<file path="config.mk">
export PLATFORM = sky130hd
export DESIGN_NAME = uart_rx_line_buffer
export DESIGN_NICKNAME = d
export VERILOG_FILES = /design/src/uartrx_pkg.sv /design/src/uart_rx_line_buffer.sv
export SDC_FILE = /design/constraint.sdc
export NUM_CORES = 1
export LEC_CHECK = 0
export ABC_CLOCK_PERIOD_IN_PS = 4800
export BUFFER_PORTS_ARGS = -buffer_cell sky130_fd_sc_hd__buf_4
export CORE_ASPECT_RATIO = 1.75
export CORE_UTILIZATION = 50
export DETAILED_ROUTE_END_ITERATION = 8
export GPL_TIMING_DRIVEN = 0
export PLACE_DENSITY = 0.66
export SKIP_CTS_REPAIR_TIMING = 1
export SYNTH_ARGS = -nofsm -noshare
export SYNTH_HDL_FRONTEND = slang
export SYNTH_SLANG_ARGS = --single-unit
</file>
<file path="constraint.sdc">
create_clock -name i_clk -period 4.8 [get_ports i_clk]
set_input_delay 0.96 -clock i_clk [delete_from_list [all_inputs] [get_ports i_clk]]
set_output_delay 0.96 -clock i_clk [all_outputs]
set_load 0.005 [all_outputs]
</file>
<file path="src/uartrx_pkg.sv">
// Shared request codes, character constants and count limits for the serial receive line buffer.
// No dependencies.
package uartrx_pkg;

    localparam logic [1:0] REQ_RECV  = 2'd0;
    localparam logic [1:0] REQ_READ  = 2'd1;
    localparam logic [1:0] REQ_QUERY = 2'd2;

    localparam logic [7:0] CHAR_LF = 8'h0A;
    localparam logic [7:0] CHAR_CR = 8'h0D;

    localparam logic [5:0] COUNT_MAX = 6'd63;
    localparam logic [6:0] LIMIT_MAX = 7'd64;

endpackage

</file>
<file path="src/uart_rx_line_buffer.sv">
// Top level of the serial receive line buffer: byte ring in one synchronous memory.
// Depends on uartrx_pkg.
//
// A received byte or a count query is accepted back to back while the result
// register is free; a received byte with any error flag set is dropped, and a
// full ring overwrites its oldest byte. A read-line request pops its bytes
// (terminator included) until a CR or LF ends it, the ring runs empty or the line
// limit is reached, and it waits whenever the result side stalls: the store has a
// single registered read port, and the head byte is prefetched, so one byte leaves
// the ring per cycle while the result side does not stall. Each popped byte is held
// back until the next head byte is seen, so that its last flag is known when shown.
// No new item is accepted while a line read is in progress.
module uart_rx_line_buffer
    import uartrx_pkg::*;
#(
    parameter int RX_DEPTH = 64
) (
    input  logic       i_clk,
    input  logic       i_rst_n,
    input  logic       i_valid,
    output logic       o_stall,
    input  logic [1:0] i_req_type,
    input  logic [7:0] i_rx_byte,
    input  logic       i_parity_err,
    input  logic       i_framing_err,
    input  logic       i_noise_err,
    input  logic       i_overrun_err,
    input  logic [6:0] i_line_limit,
    output logic       o_valid,
    input  logic       i_stall,
    output logic [7:0] o_out_char,
    output logic       o_char_valid,
    output logic [5:0] o_line_count,
    output logic       o_line_done,
    output logic [5:0] o_avail_count,
    output logic       o_last
);

    localparam int PW = (RX_DEPTH > 1) ? $clog2(RX_DEPTH) : 1;
    localparam int CW = (PW > 6) ? PW : 6;
    localparam logic [PW-1:0] PTR_LAST = PW'(RX_DEPTH - 1);
    localparam logic [PW-1:0] PTR_SPAN = PW'(RX_DEPTH);

    localparam logic S_IDLE = 1'b0;
    localparam logic S_READ = 1'b1;

    logic [7:0]    r_mem [RX_DEPTH];
    logic [7:0]    r_mem_q;
    logic          r_byp;
    logic [7:0]    r_byp_data;

    logic          r_state, n_state;
    logic [PW-1:0] r_wr_ptr, n_wr_ptr;
    logic [PW-1:0] r_rd_ptr, n_rd_ptr;
    logic [5:0]    r_n, n_n;
    logic [5:0]    r_max, n_max;
    logic          r_pend, n_pend;
    logic [7:0]    r_pchar, n_pchar;

    logic          r_o_valid, n_o_valid;
    logic [7:0]    r_o_char, n_o_char;
    logic          r_o_cv, n_o_cv;
    logic [5:0]    r_o_cnt, n_o_cnt;
    logic          r_o_done, n_o_done;
    logic [5:0]    r_o_avail, n_o_avail;
    logic          r_o_last, n_o_last;

    logic          w_acc;
    logic          w_out_free;
    logic          w_wr_en;
    logic          w_bad;
    logic [7:0]    w_head;
    logic [PW-1:0] w_wr_next;
    logic [PW-1:0] w_rd_next;
    logic [PW-1:0] w_cnt;
    logic [CW-1:0] w_cnt_ext;
    logic          w_term;
    logic          w_stop;

    assign w_out_free = !r_o_valid || !i_stall;
    assign o_stall    = (r_state != S_IDLE) || !w_out_free;
    assign w_acc      = i_valid && !o_stall;
    assign w_bad      = i_parity_err || i_framing_err || i_noise_err || i_overrun_err;
    assign w_wr_en    = w_acc && (i_req_type == REQ_RECV) && !w_bad;

    assign w_wr_next = (r_wr_ptr == PTR_LAST) ? '0 : r_wr_ptr + 1'b1;
    assign w_rd_next = (r_rd_ptr == PTR_LAST) ? '0 : r_rd_ptr + 1'b1;
    assign w_cnt     = (r_wr_ptr >= r_rd_ptr) ? (r_wr_ptr - r_rd_ptr)
                                              : (PTR_SPAN - r_rd_ptr + r_wr_ptr);
    assign w_cnt_ext = CW'(w_cnt);

    assign w_head = r_byp ? r_byp_data : r_mem_q;
    assign w_term = (w_head == CHAR_LF) || (w_head == CHAR_CR);
    assign w_stop = (r_wr_ptr == r_rd_ptr) || (r_n == r_max);

    always_comb begin
        n_state   = r_state;
        n_wr_ptr  = r_wr_ptr;
        n_rd_ptr  = r_rd_ptr;
        n_n       = r_n;
        n_max     = r_max;
        n_pend    = r_pend;
        n_pchar   = r_pchar;
        n_o_valid = r_o_valid && i_stall;
        n_o_char  = r_o_char;
        n_o_cv    = r_o_cv;
        n_o_cnt   = r_o_cnt;
        n_o_done  = r_o_done;
        n_o_avail = r_o_avail;
        n_o_last  = r_o_last;
        case (r_state)
            S_IDLE: begin
                if (w_acc) begin
                    case (i_req_type)
                        REQ_RECV: begin
                            if (!w_bad) begin
                                n_wr_ptr = w_wr_next;
                                if (w_wr_next == r_rd_ptr) begin
                                    n_rd_ptr = w_rd_next;
                                end
                            end
                        end
                        REQ_READ: begin
                            n_state = S_READ;
                            n_n     = '0;
                            n_pend  = 1'b0;
                            if (i_line_limit == 7'd0) begin
                                n_max = '0;
                            end else if (i_line_limit >= LIMIT_MAX) begin
                                n_max = COUNT_MAX;
                            end else begin
                                n_max = 6'(i_line_limit - 7'd1);
                            end
                        end
                        REQ_QUERY: begin
                            n_o_valid = 1'b1;
                            n_o_char  = '0;
                            n_o_cv    = 1'b0;
                            n_o_cnt   = '0;
                            n_o_done  = 1'b0;
                            n_o_last  = 1'b1;
                            if (w_cnt_ext > CW'(COUNT_MAX)) begin
                                n_o_avail = COUNT_MAX;
                            end else begin
                                n_o_avail = 6'(w_cnt_ext);
                            end
                        end
                        default: ;
                    endcase
                end
            end
            S_READ: begin
                if (w_out_free) begin
                    n_o_avail = '0;
                    if (w_stop || w_term) begin
                        // final result: held byte or an empty line
                        n_o_valid = 1'b1;
                        n_o_char  = r_pend ? r_pchar : 8'd0;
                        n_o_cv    = r_pend;
                        n_o_cnt   = r_pend ? r_n : 6'd0;
                        n_o_done  = !w_stop;
                        n_o_last  = 1'b1;
                        n_state   = S_IDLE;
                        if (!w_stop) begin
                            n_rd_ptr = w_rd_next;
                        end
                    end else begin
                        n_rd_ptr = w_rd_next;
                        if (r_pend) begin
                            n_o_valid = 1'b1;
                            n_o_char  = r_pchar;
                            n_o_cv    = 1'b1;
                            n_o_cnt   = r_n;
                            n_o_done  = 1'b0;
                            n_o_last  = 1'b0;
                        end
                        n_pend  = 1'b1;
                        n_pchar = w_head;
                        n_n     = r_n + 6'd1;
                    end
                end
            end
            default: n_state = S_IDLE;
        endcase
    end

    // store, head prefetch at the next read pointer, bypass for same-entry write
    always_ff @(posedge i_clk) begin
        if (w_wr_en) begin
            r_mem[r_wr_ptr] <= i_rx_byte;
        end
        r_mem_q    <= r_mem[n_rd_ptr];
        r_byp_data <= i_rx_byte;
    end

    always_ff @(posedge i_clk) begin
        if (!i_rst_n) begin
            r_state   <= S_IDLE;
            r_wr_ptr  <= '0;
            r_rd_ptr  <= '0;
            r_n       <= '0;
            r_max     <= '0;
            r_pend    <= 1'b0;
            r_o_valid <= 1'b0;
            r_byp     <= 1'b0;
        end else begin
            r_state   <= n_state;
            r_wr_ptr  <= n_wr_ptr;
            r_rd_ptr  <= n_rd_ptr;
            r_n       <= n_n;
            r_max     <= n_max;
            r_pend    <= n_pend;
            r_o_valid <= n_o_valid;
            r_byp     <= w_wr_en && (r_wr_ptr == n_rd_ptr);
        end
    end

    always_ff @(posedge i_clk) begin
        r_pchar   <= n_pchar;
        r_o_char  <= n_o_char;
        r_o_cv    <= n_o_cv;
        r_o_cnt   <= n_o_cnt;
        r_o_done  <= n_o_done;
        r_o_avail <= n_o_avail;
        r_o_last  <= n_o_last;
    end

    assign o_valid       = r_o_valid;
    assign o_out_char    = r_o_char;
    assign o_char_valid  = r_o_cv;
    assign o_line_count  = r_o_cnt;
    assign o_line_done   = r_o_done;
    assign o_avail_count = r_o_avail;
    assign o_last        = r_o_last;

endmodule

</file>
# --- After elaboration in Yosys (flattened, before gate mapping) ---
# Memories as Yosys holds them, arrays and structs flattened. A register that Yosys moved wholly into a read port is not among the register bits.
# Cells that the tools add are included.
totals:
  reg_bits: 67
  ramBits: 512
  input_bits: 25
  out_inout_bits: 25
  mem_count: 1
classes:
  n_addsub: 7
  magnitude_cmp: 3
  eq_ne: 16
  mux: 71
  bitwise_logic: 3
  reduce_logical: 27
mem_list:
  columns: ["name", "words", "width", "rd", "rd_clocked_by_memory_dff", "write_ports", "line_no", "source"]
  rows:
  - ["r_mem", 64, 8, 1, 1, 1, "uart_rx_line_buffer.sv:47", "logic [7:0] r_mem [RX_DEPTH];"]
ops:
  columns: ["cell", "count"]
  rows:
  - ["$mux 6", 26]
  - ["$mux 8", 7]
  - ["$pmux 6 s2", 4]
  - ["$mux 1", 27]
  - ["$eq 6x6->1", 4]
  - ["$add 6x1->6 const B", 3]
  - ["$eq 8x4->1 const B", 2]
  - ["$pmux 8 s2", 1]
  - ["$eq 6x6->1 const B", 2]
  - ["$pmux 1 s2", 6]
  - ["$reduce_and 4->1", 3]
  - ["$reduce_and 3->1", 3]
  - ["$logic_or 1x1->1", 8]
  - ["$ge 7x7->1 const B", 1]
  - ["$logic_not 7->1", 1]
  - ["$add 6x6->6", 1]
  - ["$ge 6x6->1", 1]
  - ["$gt 6x6->1 const B", 1]
  - ["$logic_not 1->1", 6]
  - ["$ne 2x1->1 const B", 3]
  - ["$sub 1x6->6 const A", 1]
  - ["$sub 6x1->6 const B", 1]
  - ["$sub 6x6->6", 1]
  - ["$logic_and 1x1->1", 5]
  - ["other kinds (6)", 9]

# --- Logic depth before layout (Yosys ltp) ---
logic_depth:
  word_depth: 10
  mapped_depth: 16

# --- Worst setup path before layout ---
# OpenSTA, ideal clock, no wires.
synth_timing:
  path_kind: "in2reg"
  start: "input i_stall"
  end: "register r_mem_q[0] (read register of r_mem)"
  arrival_ns: 4.037
  setup_slack_ns: 0.662
  path_stages: 11
  path_cell_list: "a21oi_1 nand4_1 a211o_1 o31ai_4 mux2i_1 clkbuf_1 buf_1 mux2i_1 o22ai_1 or4_1 o41ai_1"
synth_between:
  elab_chain_cells: 8
synth_rtl:
  columns: ["element", "line_no", "source"]
  rows:
  - ["start: declaration", "uart_rx_line_buffer.sv:30", "input logic i_stall,"]
  - ["$logic_not 1->1 *", "uart_rx_line_buffer.sv:80", "assign w_out_free = !r_o_valid || !i_stall;"]
  - ["$logic_or 1x1->1 *", "uart_rx_line_buffer.sv:80", null]
  - ["$logic_not 1->1", "uart_rx_line_buffer.sv:81", "assign o_stall = (r_state != S_IDLE) || !w_out_free;"]
  - ["$logic_or 1x1->1", "uart_rx_line_buffer.sv:81", null]
  - ["$logic_not 1->1", "uart_rx_line_buffer.sv:82", "assign w_acc = i_valid && !o_stall;"]
  - ["$logic_and 1x1->1", "uart_rx_line_buffer.sv:82", null]
  - ["$mux 6", "uart_rx_line_buffer.sv:113", "if (w_acc) begin"]
  - ["$pmux 6 s2 *", "uart_rx_line_buffer.sv:111", "case (r_state)"]
  - ["end: declaration", "uart_rx_line_buffer.sv:48", "logic [7:0] r_mem_q;"]
# Mark *: on every way between the ends. The rest lies on a longest branch, timed or not.
# A chain may end at the register's enable or synchronous reset.

# --- Worst setup path in the final report ---
layout_timing:
  start: "register r_wr_ptr[0]"
  end: "register r_mem_q[1] (read register of r_mem)"
layout_between:
  elab_chain_cells: 8
layout_rtl:
  columns: ["element", "line_no", "source"]
  rows:
  - ["start: declaration", "uart_rx_line_buffer.sv:53", "logic [PW-1:0] r_wr_ptr, n_wr_ptr;"]
  - ["start signal: assignment", "uart_rx_line_buffer.sv:208", "r_wr_ptr <= n_wr_ptr;"]
  - ["$add 6x1->6 or $eq 6x6->1 (tied branches)", "uart_rx_line_buffer.sv:86", "assign w_wr_next = (r_wr_ptr == PTR_LAST) ? '0 : r_wr_ptr + 1'b1;"]
  - ["$mux 6", "uart_rx_line_buffer.sv:86", null]
  - ["$eq 6x6->1", "uart_rx_line_buffer.sv:118", "if (w_wr_next == r_rd_ptr) begin"]
  - ["$mux 6", "uart_rx_line_buffer.sv:118", null]
  - ["$mux 6", "uart_rx_line_buffer.sv:116", "if (!w_bad) begin"]
  - ["$mux 6", "uart_rx_line_buffer.sv:114", "case (i_req_type)"]
  - ["$mux 6", "uart_rx_line_buffer.sv:113", null]
  - ["$pmux 6 s2 *", "uart_rx_line_buffer.sv:111", null]
# Marks and branches as above.

==> reports/qor.txt <==
first-pass GRT wire length = 97670 um
Max-cap violations = 0
Core Region = 47160 sq um
Util after Layout = 0.5743
Critical Path Source = r_wr_ptr[0]
Final WS setup = 0.03879 ns
Hold Path Depth = 2
Required @ worst endpoint = 5.27 ns
unrepaired setup endpoints after global routing = true
I/O pin total = 50
initial antenna violation count = 0
Hold Fails Final Rpt = 0
gpl congestion = 0.9437
Syn Inst Count = 1812
status = completed
Seq cells post-synth = 587
Sink Count = 587
via count = 15698
Max Fclk = 0.2100 GHz
CTS tree = built
nets = 1964
fin crit period = 4.761 ns
syn avg cell area = 13.25 sq um
CTS max path bufs = 3
Reg power frac = 0.574
setup slack at placement = -1.065 ns
Final Max Slew Viols = 0
Vert. Die Dim = 291.9 um
share of layout cells above drive strength 1 = 0.1384
Critical Path AT = 5.23 ns
Initial DRC Count = 1450
crit-path max FO = 10
hold_sp = r_max[1]
Max Clock Skew = 0.01791 ns
Reg2Reg Depth = 13
WL per Instance = 26.28 um
Worst-Skew Late Latency = 0.58 ns
GR Util All Layers = 0.2754
combinational share of power = 0.015
register area share after synthesis = 0.7156
Tot Pwr = 0.009742 W
final antenna-violating net count = 0
leading post-synthesis cells by cell area = edfxtp_1, nand2_1, a21oi_1
DPL Wire Length = 46280 um
PortBufs = 49
Slew @ Worst Pin = 1.060 ns
Tcrit/Tclk final = 0.9919
Worst-path clk slew = 0.07 ns
CTS Buf Count = 51
CTS Root Cell = clkbuf_16
Die ar. = 48950 sq um
LEAKAGE = 9.025 nW
DRC viols = 0
Placed Area = 25120 sq um
top_reg_cell synth = edfxtp_1
Mapped Area = 24020 sq um
design area = 27090 sq um
Rel. slew slack = 0.2907
critical path class = reg -> reg
Yosys cell types = 73
Initial Util = 0.5092
H-tree depth = 2
Synth-to-Final Area Change = 12.77%
vias in the first global route = 15552
PwrDens = 359.7 nW/um^2
ys async rst share = 0
largest area contributor in the netlist = edfxtp_1
final setup fails = 0
Detailed Route WL = 67120 um
Synth warnings = 0
Worst Setup Start Kind = register
syn nets = 1848
Pre-Repair DR Iteration Count = 8
switch share = 0.1974
Die Wd = 167.7 um
CP endpoint kind = register
internal power = 0.007819 W
Core Rows = 105
Clock power frac = 0.411
grt ovf = 0
RR Startpoint = r_wr_ptr[0]
Fillers = 3690
Psw = 0.001923 W
Avg Vias per Cell = 6.146
Post-synth EDFFs = 543
VDD IR max = 0.0002530 V
Hold Crit Class = reg -> reg
largest net degree at the start of global routing = 66
area share of the largest cell type after synthesis = 0.6789
==> sequential cells by signal, summed over array words and instances (netlist names), 6 cells and up <==
signal,count
o_avail_count,6
o_line_count,6
o_out_char,8
r_byp_data,8
r_max,6
r_mem,512
r_mem_q,8
r_n,6
r_pchar,8
r_rd_ptr,6
r_wr_ptr,6
==> synth_stat cells, types with 9 or more instances <==
cell type and count:
a21oi_1 195, a22oi_1 63, and2_1 17, buf_1 13
buf_2 43, buf_4 9, clkbuf_1 37, dfxtp_1 44
edfxtp_1 543, ha_1 10, inv_1 15, mux2i_1 78
nand2_1 289, nand3_1 92, nor2_1 119, nor3_1 22
o21ai_0 23, o22ai_1 25, or4_1 14, xnor2_1 22
==> routing by layer <==
layer,vias to the layer above,routed length [um],track usage
met5,-,0,0
met4,0,5397,0.2061
met3,216,4054,0.03876
met2,726,34760,0.4927
met1,7719,22910,0.2930
li1,7037,-,-
==> power groups by stage <==
stage,Sequential (W),Combinational [W],Clock [W]
final,0.00560,0.000146,0.00400
after global routing,0.00559,0.000158,0.00420
after CTS,0.00560,0.000147,0.00403
after detailed placement,0.00571,0.000146,0
after global placement,0.00571,0.000142,0
after floorplan,0.00571,0.0000295,0
==> path summary, 6_finish.rpt <==
kind | end | slack (ns)
max | r_mem_q[1] | 0.04
min | r_max[1] | 0.52
max reg2reg | r_mem_q[1] | 0.04
min reg2reg | r_max[1] | 0.52
==> metrics by stage <==
| stage | std cells | hold slack, ns | TNS [ns] |
|---|---|---|---|
| 5_1_grt | 2553 | 0.5288 | -0.1330 |
| 2_1_floorplan | 1812 | 0.4794 | 0 |
| 3_5_place_dp | 2449 | 0.5054 | -8.754 |
| 3_3_place_gp | 2449 | 0.4964 | -8.650 |
| 4_1_cts | 2539 | 0.5196 | -5.556 |
| 6_report | 2554 | 0.5169 | 0 |
==> worst max-delay path, cell delays in order, from the launching register on <==
cell	delay (ns)
dfxtp_1	0.36
buf_2	0.24
inv_1	0.14
ha_1	0.38
a2111o_1	0.41
a211o_1	0.34
o31ai_4	0.48
mux2i_4	0.46
clkbuf_4	0.31
a21oi_1	0.06
a221oi_1	0.42
a211oi_1	0.20
or4_1	0.73
o41ai_2	0.11
==> cell type report <==
type | count | area (sq um) | area share
antenna | 1 | 2.502 | 0.00009239
buffer | 105 | 585.6 | 0.02162
clock buffer | 64 | 1378 | 0.05086
clock inverter | 26 | 211.5 | 0.007807
inverter | 17 | 67.56 | 0.002494
multi-input combinational | 1102 | 6441 | 0.2378
sequential | 587 | 17190 | 0.6345
tap | 588 | 735.7 | 0.02716
timing repair buffer | 64 | 478.0 | 0.01765
==> kinds of logic (layout without fill, tap and decap cells) <==
| logic type | after synthesis | after routing | share of synthesized area |
|---|---|---|---|
| buffers and inverters | 123 | 276 | 0.02412 |
| and+or+nand+nor | 596 | 596 | 0.1089 |
| muxes | 85 | 85 | 0.03579 |
| adders and majority gates | 11 | 11 | 0.006043 |
| AOI/OAI and AO/OA | 381 | 381 | 0.09903 |
| other | 0 | 1 | 0 |
| DFF | 587 | 587 | 0.7156 |
| xor gates and xnor gates | 29 | 29 | 0.01057 |
==> cells in the final DEF (no fill, tap or decap), drive strengths merged, types with 14 or more instances in the layout <==
cell and instances:
a21oi 195, a22oi 64, and2 18, buf 122, clkbuf 111, clkinv 18
dfxtp 44, edfxtp 543, inv 19, mux2i 78, nand2 290, nand3 92
nor2 120, nor3 22, o21ai 24, o22ai 25, or4 14, xnor2 22
(Power assumes the default switching activity.)
